## src/pgrb_pkg.sv

```systemverilog
// ----------------------------------------------------------------------------
// pgrb_pkg
// Shared types and constants of the planar glyph blitter: item words,
// write words, the front-to-back task word, opcodes and colors.
// ----------------------------------------------------------------------------
package pgrb_pkg;

   // Item opcodes; code 3 means nothing and is dropped
   localparam logic [1:0] OP_MAP_LOAD = 2'd0;
   localparam logic [1:0] OP_ROW_LOAD = 2'd1;
   localparam logic [1:0] OP_DRAW     = 2'd2;

   // Colors by reveal distance
   localparam logic [7:0] COLOR_NEWEST = 8'hFF;
   localparam logic [7:0] COLOR_BEHIND = 8'hFE;
   localparam logic [7:0] COLOR_OLDER  = 8'hFD;

   // Cap on writes caused by one character
   localparam int MAX_WRITES = 64;

   // Store sizes
   localparam int MAP_DEPTH       = 256;
   localparam int ROW_STORE_DEPTH = 1024;

   // Task queue between front and back
   localparam int QUEUE_DEPTH = 4;
   localparam int QUEUE_AW    = 2;

   typedef struct packed {
      logic [1:0]  opcode;
      logic [9:0]  table_address;
      logic [7:0]  table_data;
      logic [7:0]  character;
      logic [9:0]  line_x;
      logic [8:0]  line_y;
      logic [7:0]  char_index;
      logic [15:0] line_start;
      logic [15:0] reveal_cursor;
   } pgrb_req_type;

   typedef struct packed {
      logic [1:0]  plane_index;
      logic [15:0] byte_address;
      logic [7:0]  pixel_color;
      logic        last_write;
   } pgrb_rsp_type;

   // Row load: row_addr/row_data give the store write.
   // Draw: row_addr is the first glyph row, base/shift/color set the writes.
   typedef struct packed {
      logic        is_draw;
      logic [9:0]  row_addr;
      logic [7:0]  row_data;
      logic [1:0]  shift;
      logic [15:0] base;
      logic [7:0]  color;
   } pgrb_task_type;

   // Count set bits of one glyph row
   function automatic logic [3:0] pop8(input logic [7:0] v);
      logic [3:0] c;
      c = 4'd0;
      for (int i = 0; i < 8; i++) begin
         c = c + {3'b000, v[i]};
      end
      return c;
   endfunction

endpackage

```

## src/pgrb_queue.sv

```systemverilog
// ----------------------------------------------------------------------------
// pgrb_queue
// Short task queue that decouples the classifying front from the
// write-generating back end.
// ----------------------------------------------------------------------------
module pgrb_queue (
   input  logic                    clock,
   input  logic                    reset,
   input  logic                    push_valid,
   output logic                    push_ready,
   input  pgrb_pkg::pgrb_task_type push_data,
   output logic                    pop_valid,
   input  logic                    pop_ready,
   output pgrb_pkg::pgrb_task_type pop_data
);
   import pgrb_pkg::*;

   pgrb_task_type       slots_ff [QUEUE_DEPTH];
   logic [QUEUE_AW-1:0] wr_ptr_ff, rd_ptr_ff;
   logic [QUEUE_AW:0]   count_ff, count_in;
   logic                push, pop;

   assign push_ready = (count_ff != (QUEUE_AW + 1)'(QUEUE_DEPTH));
   assign pop_valid  = (count_ff != '0);
   assign pop_data   = slots_ff[rd_ptr_ff];
   assign push       = push_valid && push_ready;
   assign pop        = pop_valid && pop_ready;

   // Store the pushed word
   always_ff @(posedge clock) begin
      if (push) begin
         slots_ff[wr_ptr_ff] <= push_data;
      end
   end

   always_comb begin
      count_in = count_ff;
      if (push && !pop) begin
         count_in = count_ff + 1'b1;
      end else if (pop && !push) begin
         count_in = count_ff - 1'b1;
      end
   end

   // Advance pointers and fill count
   always_ff @(posedge clock) begin
      if (reset) begin
         wr_ptr_ff <= '0;
         rd_ptr_ff <= '0;
         count_ff  <= '0;
      end else begin
         if (push) begin
            wr_ptr_ff <= wr_ptr_ff + 1'b1;
         end
         if (pop) begin
            rd_ptr_ff <= rd_ptr_ff + 1'b1;
         end
         count_ff <= count_in;
      end
   end

endmodule

```

## config.mk

```make
export PLATFORM = sky130hd
export DESIGN_NAME = pgrb_queue
export DESIGN_NICKNAME = d
export VERILOG_FILES = /design/src/pgrb_pkg.sv /design/src/pgrb_queue.sv
export SDC_FILE = /design/constraint.sdc
export NUM_CORES = 1
export LEC_CHECK = 0
export BUFFER_PORTS_ARGS = -buffer_cell sky130_fd_sc_hd__buf_4
export CAP_MARGIN = 20
export CORE_ASPECT_RATIO = 0.75
export CORE_MARGIN = 3
export CORE_UTILIZATION = 55
export DETAILED_ROUTE_END_ITERATION = 8
export PLACE_DENSITY = 0.82
export RECOVER_POWER = 100
export SLEW_MARGIN = 20
export SYNTH_ARGS = -nofsm -noshare
export SYNTH_HDL_FRONTEND = slang
export SYNTH_SLANG_ARGS = --single-unit
```

## constraint.sdc

```tcl
create_clock -name clock -period 6.9 [get_ports clock]
set_clock_uncertainty 0.05 [all_clocks]
set_input_delay 0.69 -clock clock [delete_from_list [all_inputs] [get_ports clock]]
set_output_delay 0.69 -clock clock [all_outputs]
set_load 0.1 [all_outputs]
```

## Word level (Yosys, flattened, before mapping)

Memories as Yosys holds them, arrays and structs flattened. A register that Yosys moved wholly into a read port is not among the register bits.
Index checks and enable logic that the tools add are counted.

- Flip-flop bits (word level): 7
- Memory bits (writable): 180
- Memories kept: 1
- Output and inout bits: 47
- Word-level logic and storage cells: 23
- Bits of input ports: 49

Memories:

| name | words | width | read ports | clocked after memory_dff | write ports | RTL line | text |
|---|---|---|---|---|---|---|---|
| slots_ff | 4 | 45 | 1 | 1 | 1 | pgrb_queue.sv:18 | `pgrb_task_type slots_ff [QUEUE_DEPTH];` |

- Mux-type cells: 6
- Add/subtract/negate cells: 4
- Eq/ne operators: 1
- Reduce and logical (&&, ||, !) cells: 8

Operators by type and width:

| cell | number |
|---|---|
| $mux 3 | 2 |
| $add 2x1->2 const B | 2 |
| $logic_and 1x1->1 | 4 |
| $mux 2 | 2 |
| $add 3x1->3 const B | 1 |
| $ne 3x3->1 const B | 1 |
| $reduce_bool 3->1 | 1 |
| $sub 3x1->3 const B | 1 |
| $logic_not 1->1 | 2 |
| $mux 1 | 2 |
| $reduce_bool 2->1 | 1 |

## Longest topological paths before layout

- Depth in word-level cells: 6
- Depth in mapped cells: 8
- Mapped depth without buffers: 8

## Least setup slack after synthesis

Ideal clock, no wire load.

- Path kind: input port to flip-flop
- Start: input push_valid
- End: memory slots_ff[0][0] (netlist bit), enable pin
- Library setup time: 407 ps
- Stages: 2
- Setup slack: 4366 ps
- Arrival: 2077 ps
- Path buffers: 0
- Data required time: 6443 ps
- Cell sequence: a21boi_2 and2_1

- Cells in the longest elaborated chain, start to end: 3

RTL lines:

| item | RTL line | text |
|---|---|---|
| start: declaration | pgrb_queue.sv:9 | `input logic push_valid,` |
| $logic_and 1x1->1 | pgrb_queue.sv:26 | `assign push = push_valid && push_ready;` |
| $mux 1 | pgrb_queue.sv:31 | `if (push) begin` |
| $mux 1 (not written as such) | pgrb_queue.sv:32 | `slots_ff[wr_ptr_ff] <= push_data;` |
| end: declaration | pgrb_queue.sv:18 |  |

No other way between the ends.

## Final worst setup path

- Start: register count_ff[0]
- End: memory slots_ff[1][1] (netlist bit), enable pin

- Cells in the longest elaborated chain, start to end: 4

RTL lines:

| item | RTL line | text |
|---|---|---|
| start: declaration | pgrb_queue.sv:20 | `logic [QUEUE_AW:0] count_ff, count_in;` |
| start signal: assignment | pgrb_queue.sv:58 | `count_ff <= count_in;` |
| $ne 3x3->1 | pgrb_queue.sv:23 | `assign push_ready = (count_ff != (QUEUE_AW + 1)'(QUEUE_DEPTH));` |
| $logic_and 1x1->1 | pgrb_queue.sv:26 |  |
| via push | pgrb_queue.sv:21 | `logic push, pop;` |
| $mux 1 | pgrb_queue.sv:31 |  |
| $mux 1 (not written as such) | pgrb_queue.sv:32 |  |

The timed path passes the listed nets, and every way through them passes these cells.

==> results_dict.tcl <==
set metrics [dict create \
    status "finished, violations left" \
    violations "max-capacitance violations, max-slew violations" \
    synth_compound_area_frac 0.00535 \
    grt_setup_unrepaired "false" \
    critPathArrivalTime_ns 4.32 \
    area_delta_synth_final_pct 15.1 \
    clk_pin_slew_ns 0.07 \
    yosysUniqueCellTypes 25 \
    die_y_um 104 \
    tns_ns 0 \
    synth_top_area_share 0.770 \
    ys_ff_latch 189 \
    cts.sinks 189 \
    cts_max_level 4 \
    synth_seq_area_share 0.796 \
    ys_warn_count 0 \
    critPathKind "reg -> reg" \
    nets 445 \
    clk_path_buf_depth 2 \
    fmax_mhz 230 \
    vias_per_cell 5.49 \
    hpwlAfterDp_um 7000 \
    drt_iter0_drc 200 \
    wl_um 11600 \
    die_width_um 136 \
    endpoint_kind "flip-flop" \
    fp-row-count 35 \
    cts_setup_buffers 0 \
    fp.dieArea_mm2 0.0142 \
    crit_required_ns 6.87 \
    tightest_slew_ns 1.77 \
    track_usage 0.176 \
    diodes 0 \
    cts_buffers 17 \
    post-route-util 0.652 \
    yosys.area_share.simple 0.0119 \
    seqCellArea_mm2 0.00559 \
    reg2reg_depth 4 \
    grt_pass1_vias 3403 \
    maxCapViolations 8 \
    post-route-period-util 0.631 \
    multi_input_area_mm2 0.00130 \
    post_drt_wl_per_cell_um 20.5 \
    reg2reg_from "count_ff[0]" \
    crit_end "slots_ff[1][1]" \
    place.gp.congestion 0.741 \
    cts_resized 0 \
    clockRootBuffer "clkbuf_16" \
    setup.worst_path.start "count_ff[0]" \
    clkLatencyLatePin_ns 0.42 \
    yosys.area.top_type "edfxtp_1" \
    synthAdderAreaFrac 0.0118 \
    place_area_mm2 0.00786 \
    final-setup-viol-count 0 \
    r2r-end "slots_ff[1][1]" \
    first_pass_iters 4 \
    slew_viol_final 168 \
    min_path_type "in -> reg" \
    grt_pass1_wl_um 18100 \
    path_max_fanout 23 \
    vias 3122 \
    overflow 0 \
    antenna_found_initial 0 \
    syn_nets 338 \
    syn-cell-area_mm2 0.00702 \
    yosys-mux-area-fraction 0.152 \
    worst-r2r-setup-slack_ns 2.55 \
    syn_avg_cell_area_um2 24.8 \
    hold_violations 0 \
    drive_gt1_frac 0.196 \
    ant_nets 0 \
    cts_tree "done" \
    nFillCells 892 \
    drc 0 \
    slew_headroom -0.178 \
    ioPinCount 96 \
    min-delay-start "reset" \
    synth_area_leaders "edfxtp_1, mux4_2, dfxtp_1" \
    syn_inst 283 \
    synth_top_family_by_area "multiplexers" \
    initial_core_util 0.566 \
    ctsHoldBuffers 0 \
    port_buffers 95 \
    synth_xor_area_frac 0.00499 \
    finish.instance_area_mm2 0.00808 \
    min_period_ns 4.35 \
    grt_max_degree 46 \
    start_kind "flip-flop" \
    coreArea_mm2 0.0124 \
]
critical path, stage by stage, from the launching register on:
cell and delay (ns):
dfxtp_1 0.45, nor2_1 0.08, a21boi_0 0.69, and2_0 1.42
clkbuf_1 1.24
worst min-delay path by stage:
stage,endpoint,slack [ns],cells past startpoint
detailed placement,rd_ptr_ff[0],0.46,2
global route,count_ff[0],0.45,2
CTS,slots_ff[1][2],0.40,1
floorplan,wr_ptr_ff[1],0.43,2
global placement,wr_ptr_ff[1],0.45,2
finish,count_ff[0],0.46,2
state kept, by name, summed over array words and instances, names as in the netlist, named ones only:
register   count
slots_ff     180
count_ff       3
rd_ptr_ff      2
wr_ptr_ff      2
synthesized netlist by cell type:
master / instances
and2_1: 4
a21boi_2: 1
or3_1: 2
clkbuf_1: 1
mux4_2: 40
dfxtp_1: 9
o21ai_0: 1
buf_6: 1
a21oi_1: 1
clkbuf_2: 1
nor2_1: 8
o31ai_1: 1
mux4_1: 5
nand2_1: 1
edfxtp_1: 180
mux2i_1: 2
mux2_2: 1
inv_1: 3
xor2_1: 4
nand2b_1: 2
buf_2: 4
ha_1: 5
buf_12: 4
o311ai_0: 1
fa_1: 1
cell usage in the layout, fill, tap and decap left out, drive strengths merged, types with 2 or more instances in the layout:
cell,instances
edfxtp,180
clkbuf,112
mux4,45
inv,10
dfxtp,9
nor2,8
ha,5
clkinv,5
and2,4
xor2,4
buf,4
or3,2
mux2i,2
nand2b,2
clkinvlp,2
routing by layer:
metal  GRT usage  up-vias  routed length (um)
met5           0        -                   0
met4      0.0655        0                 117
met3      0.0519       10                 718
met2       0.284      101                5880
met1       0.228     1598                4930
li1            -     1413                   -
per-stage QoR:
step	setup slack (ns)	std cells	hold WS (ns)
after floorplan	4.37	283	0.432
after global placement	4.27	537	0.446
after detailed placement	4.23	537	0.464
after CTS	3.78	569	0.400
after global routing	2.04	569	0.449
final	2.55	569	0.457
cells by family (layout without fill, tap and decap cells):
kind of cell | count (synthesis) | count (layout)
multiplexers | 48 | 48
flip-flops | 189 | 189
buffers and inverters | 14 | 134
XOR/XNOR | 4 | 4
AO/OA/AOI/OAI | 5 | 5
AND/OR/NAND/NOR | 17 | 17
adder cells (fa/ha/maj) | 6 | 6
cell type report:
| class | instances | area share |
|---|---|---|
| Sequential cell | 189 | 0.692 |
| Multi-Input combinational cell | 80 | 0.161 |
| Clock buffer | 17 | 0.0527 |
| Timing Repair Buffer | 99 | 0.0479 |
| Tap cell | 166 | 0.0257 |
| Clock inverter | 15 | 0.0191 |
| Inverter | 3 | 0.00139 |
Power is not shown: default switching activity piles up to over one toggle a cycle in this logic, so the estimate is an artifact.
